<file path="config.mk">
export PLATFORM = sky130hd
export DESIGN_NAME = svm_alu
export DESIGN_NICKNAME = d
export VERILOG_FILES = /design/src/hdl/assert_macros.svh /design/src/hdl/svm_pkg.sv /design/src/hdl/svm_alu.sv
export SDC_FILE = /design/constraint.sdc
export NUM_CORES = 1
export LEC_CHECK = 0
export BUFFER_PORTS_ARGS = -buffer_cell sky130_fd_sc_hd__buf_2
export CAP_MARGIN = 20
export CORE_MARGIN = 5
export CORE_UTILIZATION = 35
export DETAILED_ROUTE_END_ITERATION = 10
export GPL_TIMING_DRIVEN = 1
export PLACE_DENSITY_LB_ADDON = 0.2
export SLEW_MARGIN = 5
export SYNTH_ARGS = -nofsm -noshare
export SYNTH_HDL_FRONTEND = slang
export SYNTH_SLANG_ARGS = --single-unit
</file>
<file path="constraint.sdc">
create_clock -name clock -period 6.82 [get_ports clock]
set_input_delay 0.341 -clock clock [delete_from_list [all_inputs] [get_ports clock]]
set_output_delay 0.341 -clock clock [all_outputs]
set_load 0.005 [all_outputs]
</file>
<file path="src/hdl/assert_macros.svh">
// Assertion macros for the RTL of the stack execute block.
// Depends on nothing; included by files that carry concurrent assertions.
`ifndef ASSERT_MACROS_SVH
`define ASSERT_MACROS_SVH

// Implication checked on every rising clock edge outside reset.
`define ASSERT_IMPL(label, clk, rst, ante, cons, msg) \
   label: assert property (@(posedge clk) disable iff (rst) (ante) |-> (cons)) else $error(msg);

// Next-cycle implication checked outside reset.
`define ASSERT_NEXT(label, clk, rst, ante, cons, msg) \
   label: assert property (@(posedge clk) disable iff (rst) (ante) |=> (cons)) else $error(msg);

`endif

</file>
<file path="src/hdl/svm_pkg.sv">
// Package for the stack execute block: payload structs, opcodes, status codes, states.
// Depends on nothing; used by svm_alu and the top level of the block.
package svm_pkg;

   localparam int StackDepthDefault = 256;
   localparam int DataWidth = 64;

   typedef enum logic [4:0] {
      OP_NOP = 5'd0, OP_ADD = 5'd1, OP_SUB = 5'd2, OP_MUL = 5'd3, OP_DIV = 5'd4,
      OP_REM = 5'd5, OP_OR = 5'd6, OP_AND = 5'd7, OP_XOR = 5'd8, OP_SHL = 5'd9,
      OP_SRA = 5'd10, OP_SRL = 5'd11, OP_LT = 5'd12, OP_GT = 5'd13, OP_EQ = 5'd14,
      OP_NOT = 5'd15, OP_NEG = 5'd16, OP_PUSH = 5'd17, OP_POP = 5'd18,
      OP_DUP = 5'd19, OP_SWAP = 5'd20
   } op_type;

   localparam logic [2:0] ST_OK = 3'd0;
   localparam logic [2:0] ST_DIV0 = 3'd1;
   localparam logic [2:0] ST_NEGSHIFT = 3'd2;
   localparam logic [2:0] ST_UNDER = 3'd3;
   localparam logic [2:0] ST_OVER = 3'd4;
   localparam logic [2:0] ST_UNKNOWN = 3'd5;

   localparam logic [0:0] REG_TRUE = 1'd0;
   localparam logic [0:0] REG_FALSE = 1'd1;

   typedef struct packed {
      logic [4:0] func;
      logic [63:0] immediate;
   } req_type;

   typedef struct packed {
      logic [63:0] top_value;
      logic top_is_pointer;
      logic [8:0] stack_depth;
      logic [2:0] status;
   } rsp_type;

   typedef enum logic [3:0] {
      S_IDLE, S_RD1, S_RD2, S_LOAD, S_EXEC, S_ITER, S_WR1, S_WR2, S_RDTOP, S_TOP, S_OUT
   } state_type;

   // Controls for the shared unit.
   typedef struct packed {
      logic start;
      logic [4:0] op;
   } alu_ctl_type;

   typedef struct packed {
      logic done;
      logic busy;
   } alu_sts_type;

endpackage

</file>
<file path="src/hdl/svm_alu.sv">
// Shared iterative unit: one add, shift or divide step per cycle over 64 bits.
// Depends on svm_pkg.
module svm_alu (
   input logic clock,
   input logic reset,
   input svm_pkg::alu_ctl_type ctl,
   input logic [63:0] lhs,
   input logic [63:0] rhs,
   output svm_pkg::alu_sts_type sts,
   output logic [63:0] result
);
   logic [63:0] acc_ff, acc_in;
   logic [63:0] a_ff, a_in;
   logic [63:0] b_ff, b_in;
   logic [63:0] rem_ff, rem_in;
   logic [6:0] cnt_ff, cnt_in;
   logic busy_ff, busy_in;
   logic done_ff, done_in;
   logic [4:0] op_ff, op_in;
   logic neg_q_ff, neg_q_in;
   logic neg_r_ff, neg_r_in;
   logic fill_ff, fill_in;
   logic [64:0] diff;
   logic [63:0] rem_sh;

   always_ff @(posedge clock) begin
      if (reset) begin
         busy_ff <= 1'b0;
         done_ff <= 1'b0;
      end else begin
         busy_ff <= busy_in;
         done_ff <= done_in;
      end
      acc_ff <= acc_in;
      a_ff <= a_in;
      b_ff <= b_in;
      rem_ff <= rem_in;
      cnt_ff <= cnt_in;
      op_ff <= op_in;
      neg_q_ff <= neg_q_in;
      neg_r_ff <= neg_r_in;
      fill_ff <= fill_in;
   end

   assign rem_sh = {rem_ff[62:0], a_ff[63]};
   assign diff = {1'b0, rem_sh} - {1'b0, b_ff};

   always_comb begin
      acc_in = acc_ff;
      a_in = a_ff;
      b_in = b_ff;
      rem_in = rem_ff;
      cnt_in = cnt_ff;
      busy_in = busy_ff;
      done_in = 1'b0;
      op_in = op_ff;
      neg_q_in = neg_q_ff;
      neg_r_in = neg_r_ff;
      fill_in = fill_ff;
      if (ctl.start) begin
         busy_in = 1'b1;
         op_in = ctl.op;
         acc_in = 64'd0;
         rem_in = 64'd0;
         cnt_in = 7'd0;
         a_in = lhs;
         b_in = rhs;
         neg_q_in = lhs[63] ^ rhs[63];
         neg_r_in = lhs[63];
         fill_in = (ctl.op == svm_pkg::OP_SRA) && lhs[63];
         if (ctl.op == svm_pkg::OP_DIV || ctl.op == svm_pkg::OP_REM) begin
            a_in = lhs[63] ? (~lhs + 64'd1) : lhs;
            b_in = rhs[63] ? (~rhs + 64'd1) : rhs;
         end
         if (ctl.op == svm_pkg::OP_SHL || ctl.op == svm_pkg::OP_SRA ||
             ctl.op == svm_pkg::OP_SRL) begin
            acc_in = lhs;
            cnt_in = (rhs[63:6] != 58'd0) ? 7'd64 : {1'b0, rhs[5:0]};
         end
         if (ctl.op == svm_pkg::OP_MUL) begin
            cnt_in = 7'd64;
         end
      end else if (busy_ff) begin
         unique case (op_ff)
            svm_pkg::OP_MUL: begin
               if (cnt_ff == 7'd0) begin
                  busy_in = 1'b0;
                  done_in = 1'b1;
               end else begin
                  acc_in = (acc_ff << 1) + (a_ff[63] ? b_ff : 64'd0);
                  a_in = a_ff << 1;
                  cnt_in = cnt_ff - 7'd1;
               end
            end
            svm_pkg::OP_DIV, svm_pkg::OP_REM: begin
               if (cnt_ff == 7'd64) begin
                  busy_in = 1'b0;
                  done_in = 1'b1;
                  if (op_ff == svm_pkg::OP_DIV) begin
                     acc_in = neg_q_ff ? (~acc_ff + 64'd1) : acc_ff;
                  end else begin
                     acc_in = neg_r_ff ? (~rem_ff + 64'd1) : rem_ff;
                  end
               end else begin
                  a_in = a_ff << 1;
                  if (!diff[64]) begin
                     rem_in = diff[63:0];
                     acc_in = {acc_ff[62:0], 1'b1};
                  end else begin
                     rem_in = rem_sh;
                     acc_in = {acc_ff[62:0], 1'b0};
                  end
                  cnt_in = cnt_ff + 7'd1;
               end
            end
            svm_pkg::OP_SHL, svm_pkg::OP_SRA, svm_pkg::OP_SRL: begin
               if (cnt_ff == 7'd0) begin
                  busy_in = 1'b0;
                  done_in = 1'b1;
               end else begin
                  cnt_in = cnt_ff - 7'd1;
                  if (op_ff == svm_pkg::OP_SHL) begin
                     acc_in = acc_ff << 1;
                  end else begin
                     acc_in = {fill_ff, acc_ff[63:1]};
                  end
               end
            end
            default: begin
               busy_in = 1'b0;
               done_in = 1'b1;
            end
         endcase
      end
   end

   assign sts.done = done_ff;
   assign sts.busy = busy_ff;
   assign result = acc_ff;
endmodule

</file>
==> metrics.yaml <==
cells_and_area:
  layout_common_cells: "nand2_1 (357), a21oi_1 (353), nor2_1 (348), o21ai_0 (284), edfxtp_1 (207)"
  final_common_cell: "nand2_1"
  nets: 3635
  fin_cells: 4347
  post-route-util_pct: 39.34
  drive_gt1_share_pct: 10.72
  syn2layout_area_growth_pct: 11.42
  fin_area_um2: 28750
  fill_cells: 7636
timing:
  rsz0062_at_grt: "no"
  slew_headroom_pct: 19.19
  fin_crit_ns: 5.324
  final-hold-violation-count: 0
  finalSetupTns_ns: 0
  fin_crit_sh_pct: 78.07
  setup_viol: 0
  slew_viol_final: 0
  timing.fmax_mhz: 187.8
  clock_skew_ns: 0.01932
  tightest_slew_ns: 1.203
critical_path:
  criticalPathCategory: "flop to flop"
  worstSetupStartpointType: "flop"
  crit_fanout: 62
  critPathCaptureType: "flop"
  worstPathRequired_ns: 7.26
  cp.arrival_ns: 5.76
yosys:
  async_flop_share_pct: 0
  synth_edf_count: 207
  syn_inst: 3278
  synth-seq-cells: 273
  ys_warn_count: 0
  synth-seq-area-share_pct: 29.21
  synth_flop_cell: "edfxtp_1"
  synth.avg_cell_area_um2: 7.871
  syn_area_um2: 25800
  synthesis.nets: 3553
  synthDistinctLibCells: 94
global_route:
  overflow: 0
  grt_usage_pct: 22.74
  antenna_found_initial: 3
  grt_max_degree: 94
  grt_pass1_vias: 22810
  grt_pass1_wl_um: 141600
cts:
  clkLatencyLatePin_ns: 0.56
  cts_tree: "done"
  numCtsBuffers: 35
  cts_max_path_buffers: 3
  htree_levels: 2
  clk_pin_slew_worst_paths_ns: 0.06
  ctsRootBufferMaster: "clkbuf_16"
  ctsResizeCount: 0
  cts_hold_buf: 2
  cts_sinks: 273
  cts_setup_buffers: 0
floorplanning:
  dieArea_um2: 79250
  coreArea_um2: 73080
  start_util_pct: 35.31
  die_h_um: 281.5
  io_pins: 202
  rows: 99
  die_w_um: 281.5
power_and_ir_drop:
  power_frac_clock_pct: 32.8
  p_total_mw: 5.629
  netSwitchingFraction_pct: 35.28
  leakagePower_nw: 11.58
  power.density_nw_per_um2: 195.8
  pwr-share-comb_pct: 28.4
  p_int_mw: 3.643
  p_switching_mw: 1.986
  ir_worst_vdd_mv: 0.1337
  seq_power_share_pct: 38.8
detailed_routing:
  drtIter0Drc: 2854
  wl_met3_um: 7819
  dr.pass1.iters: 6
  highest_layer: "met4"
  detail-route-antenna-nets: 0
  wl_met1_um: 45400
  vias: 24990
  viasPerCell: 5.749
  wl_per_cell_um: 21.74
  met2_length_um: 38470
  drc: 0
  routed_wirelength_um: 94520
placement:
  dp.cells: 4280
  place_area_um2: 27600
  place_hpwl_um: 73790
  io_buffers: 201
  place_congestion: 0.9050
outcome:
  status: "complete, no violations"
min_path:
  hold_path_class: "primary input to flop"
run:
  cap_violations: 0
-- stage by stage --
step / worst slack [ns] / hold WS, ns
after global routing: 1.079 / 0.01017
after floorplan: 2.830 / 0.4126
after CTS: 1.473 / 0.002008
final: 1.496 / 0.02453
after detailed placement: 1.473 / 0.4720
after global placement: 1.575 / 0.4661
-- power by group through the flow --
stage / logic, mW / registers, mW / clock network [mW]
2_1_floorplan: 1.07 / 2.11 / 0
3_3_place_gp: 1.57 / 2.21 / 0
3_5_place_dp: 1.57 / 2.20 / 0
4_1_cts: 1.57 / 2.17 / 1.89
5_1_grt: 1.75 / 2.19 / 1.95
6_report: 1.60 / 2.18 / 1.85
-- layer usage --
| metal | vias to the layer above | track usage, % |
|---|---|---|
| li1 | 12180 | - |
| met1 | 11660 | 35.47 |
| met2 | 1038 | 32.45 |
| met3 | 118 | 3.436 |
| met4 | 0 | 6.076 |
| met5 | - | 0 |
-- area by class of cell --
| class | count | area [um2] | area share (%) |
|---|---|---|---|
| sequential | 273 | 7537 | 26.22 |
| multi-input combinational | 2688 | 17110 | 59.53 |
| tap | 959 | 1200 | 4.174 |
| timing repair buffer | 240 | 1314 | 4.570 |
| clock inverter | 19 | 127.6 | 0.4439 |
| antenna | 2 | 5.005 | 0.01741 |
| clock buffer | 44 | 993.5 | 3.456 |
| inverter | 122 | 457.9 | 1.593 |
-- critical path, cell delays in order, from the launching register on --
cell      delay (ns)
edfxtp_1        0.46
inv_2           0.77
ha_1            0.31
fa_1            0.21
nand2b_1        0.14
a21oi_1         0.10
o311a_1         0.38
a41o_1          0.34
a21oi_2         0.30
o31ai_1         0.16
o31ai_1         0.53
o21a_2          0.58
buf_4           0.50
o21ai_0         0.16
a22o_1          0.21
-- kinds of logic after synthesis --
kind of cell	share of synthesized area [%]
simple gates	19.89
compound gates	26.54
xor+xnor	12.32
buf+inv	4.728
flops	29.21
fa+ha+maj	6.828
mux	0.4752
-- worst paths after layout --
kind	startpoint	to	slack [ns]	cells past startpoint
setup / recovery	a_ff[63]	rem_ff[0]	1.50	14
setup reg to reg	a_ff[63]	rem_ff[0]	1.50	14
hold / removal	ctl[2]	op_ff[2]	0.02	1
hold reg to reg	rem_ff[63]	rem_ff[63]	0.47	2
-- flip-flops by register name, summed over array words and instances (netlist names) --
register,cells
neg_r_ff,1
rem_ff,64
done_ff,1
busy_ff,1
fill_ff,1
result,64
b_ff,64
a_ff,64
cnt_ff,7
neg_q_ff,1
op_ff,5
-- synthesized netlist by cell type (28+ instances only) --
cell,n,area share (%)
xor2_1,173,5.9
a21o_1,89,2.6
a21oi_1,354,6.9
inv_1,120,1.7
or3_1,38,0.92
nor2_1,351,5.1
nor3_1,67,1.3
o21bai_1,28,0.81
nand4_1,45,1.1
xnor2_1,190,6.4
edfxtp_1,207,24
o21ai_0,285,5.5
ha_1,136,6.6
o31ai_1,40,1.2
nor4_1,37,0.90
nand2_1,357,5.2
clkbuf_1,174,2.5
dfxtp_1,66,5.1
nand3_1,41,0.80
Note: power is estimated with default switching activity, not from simulation.
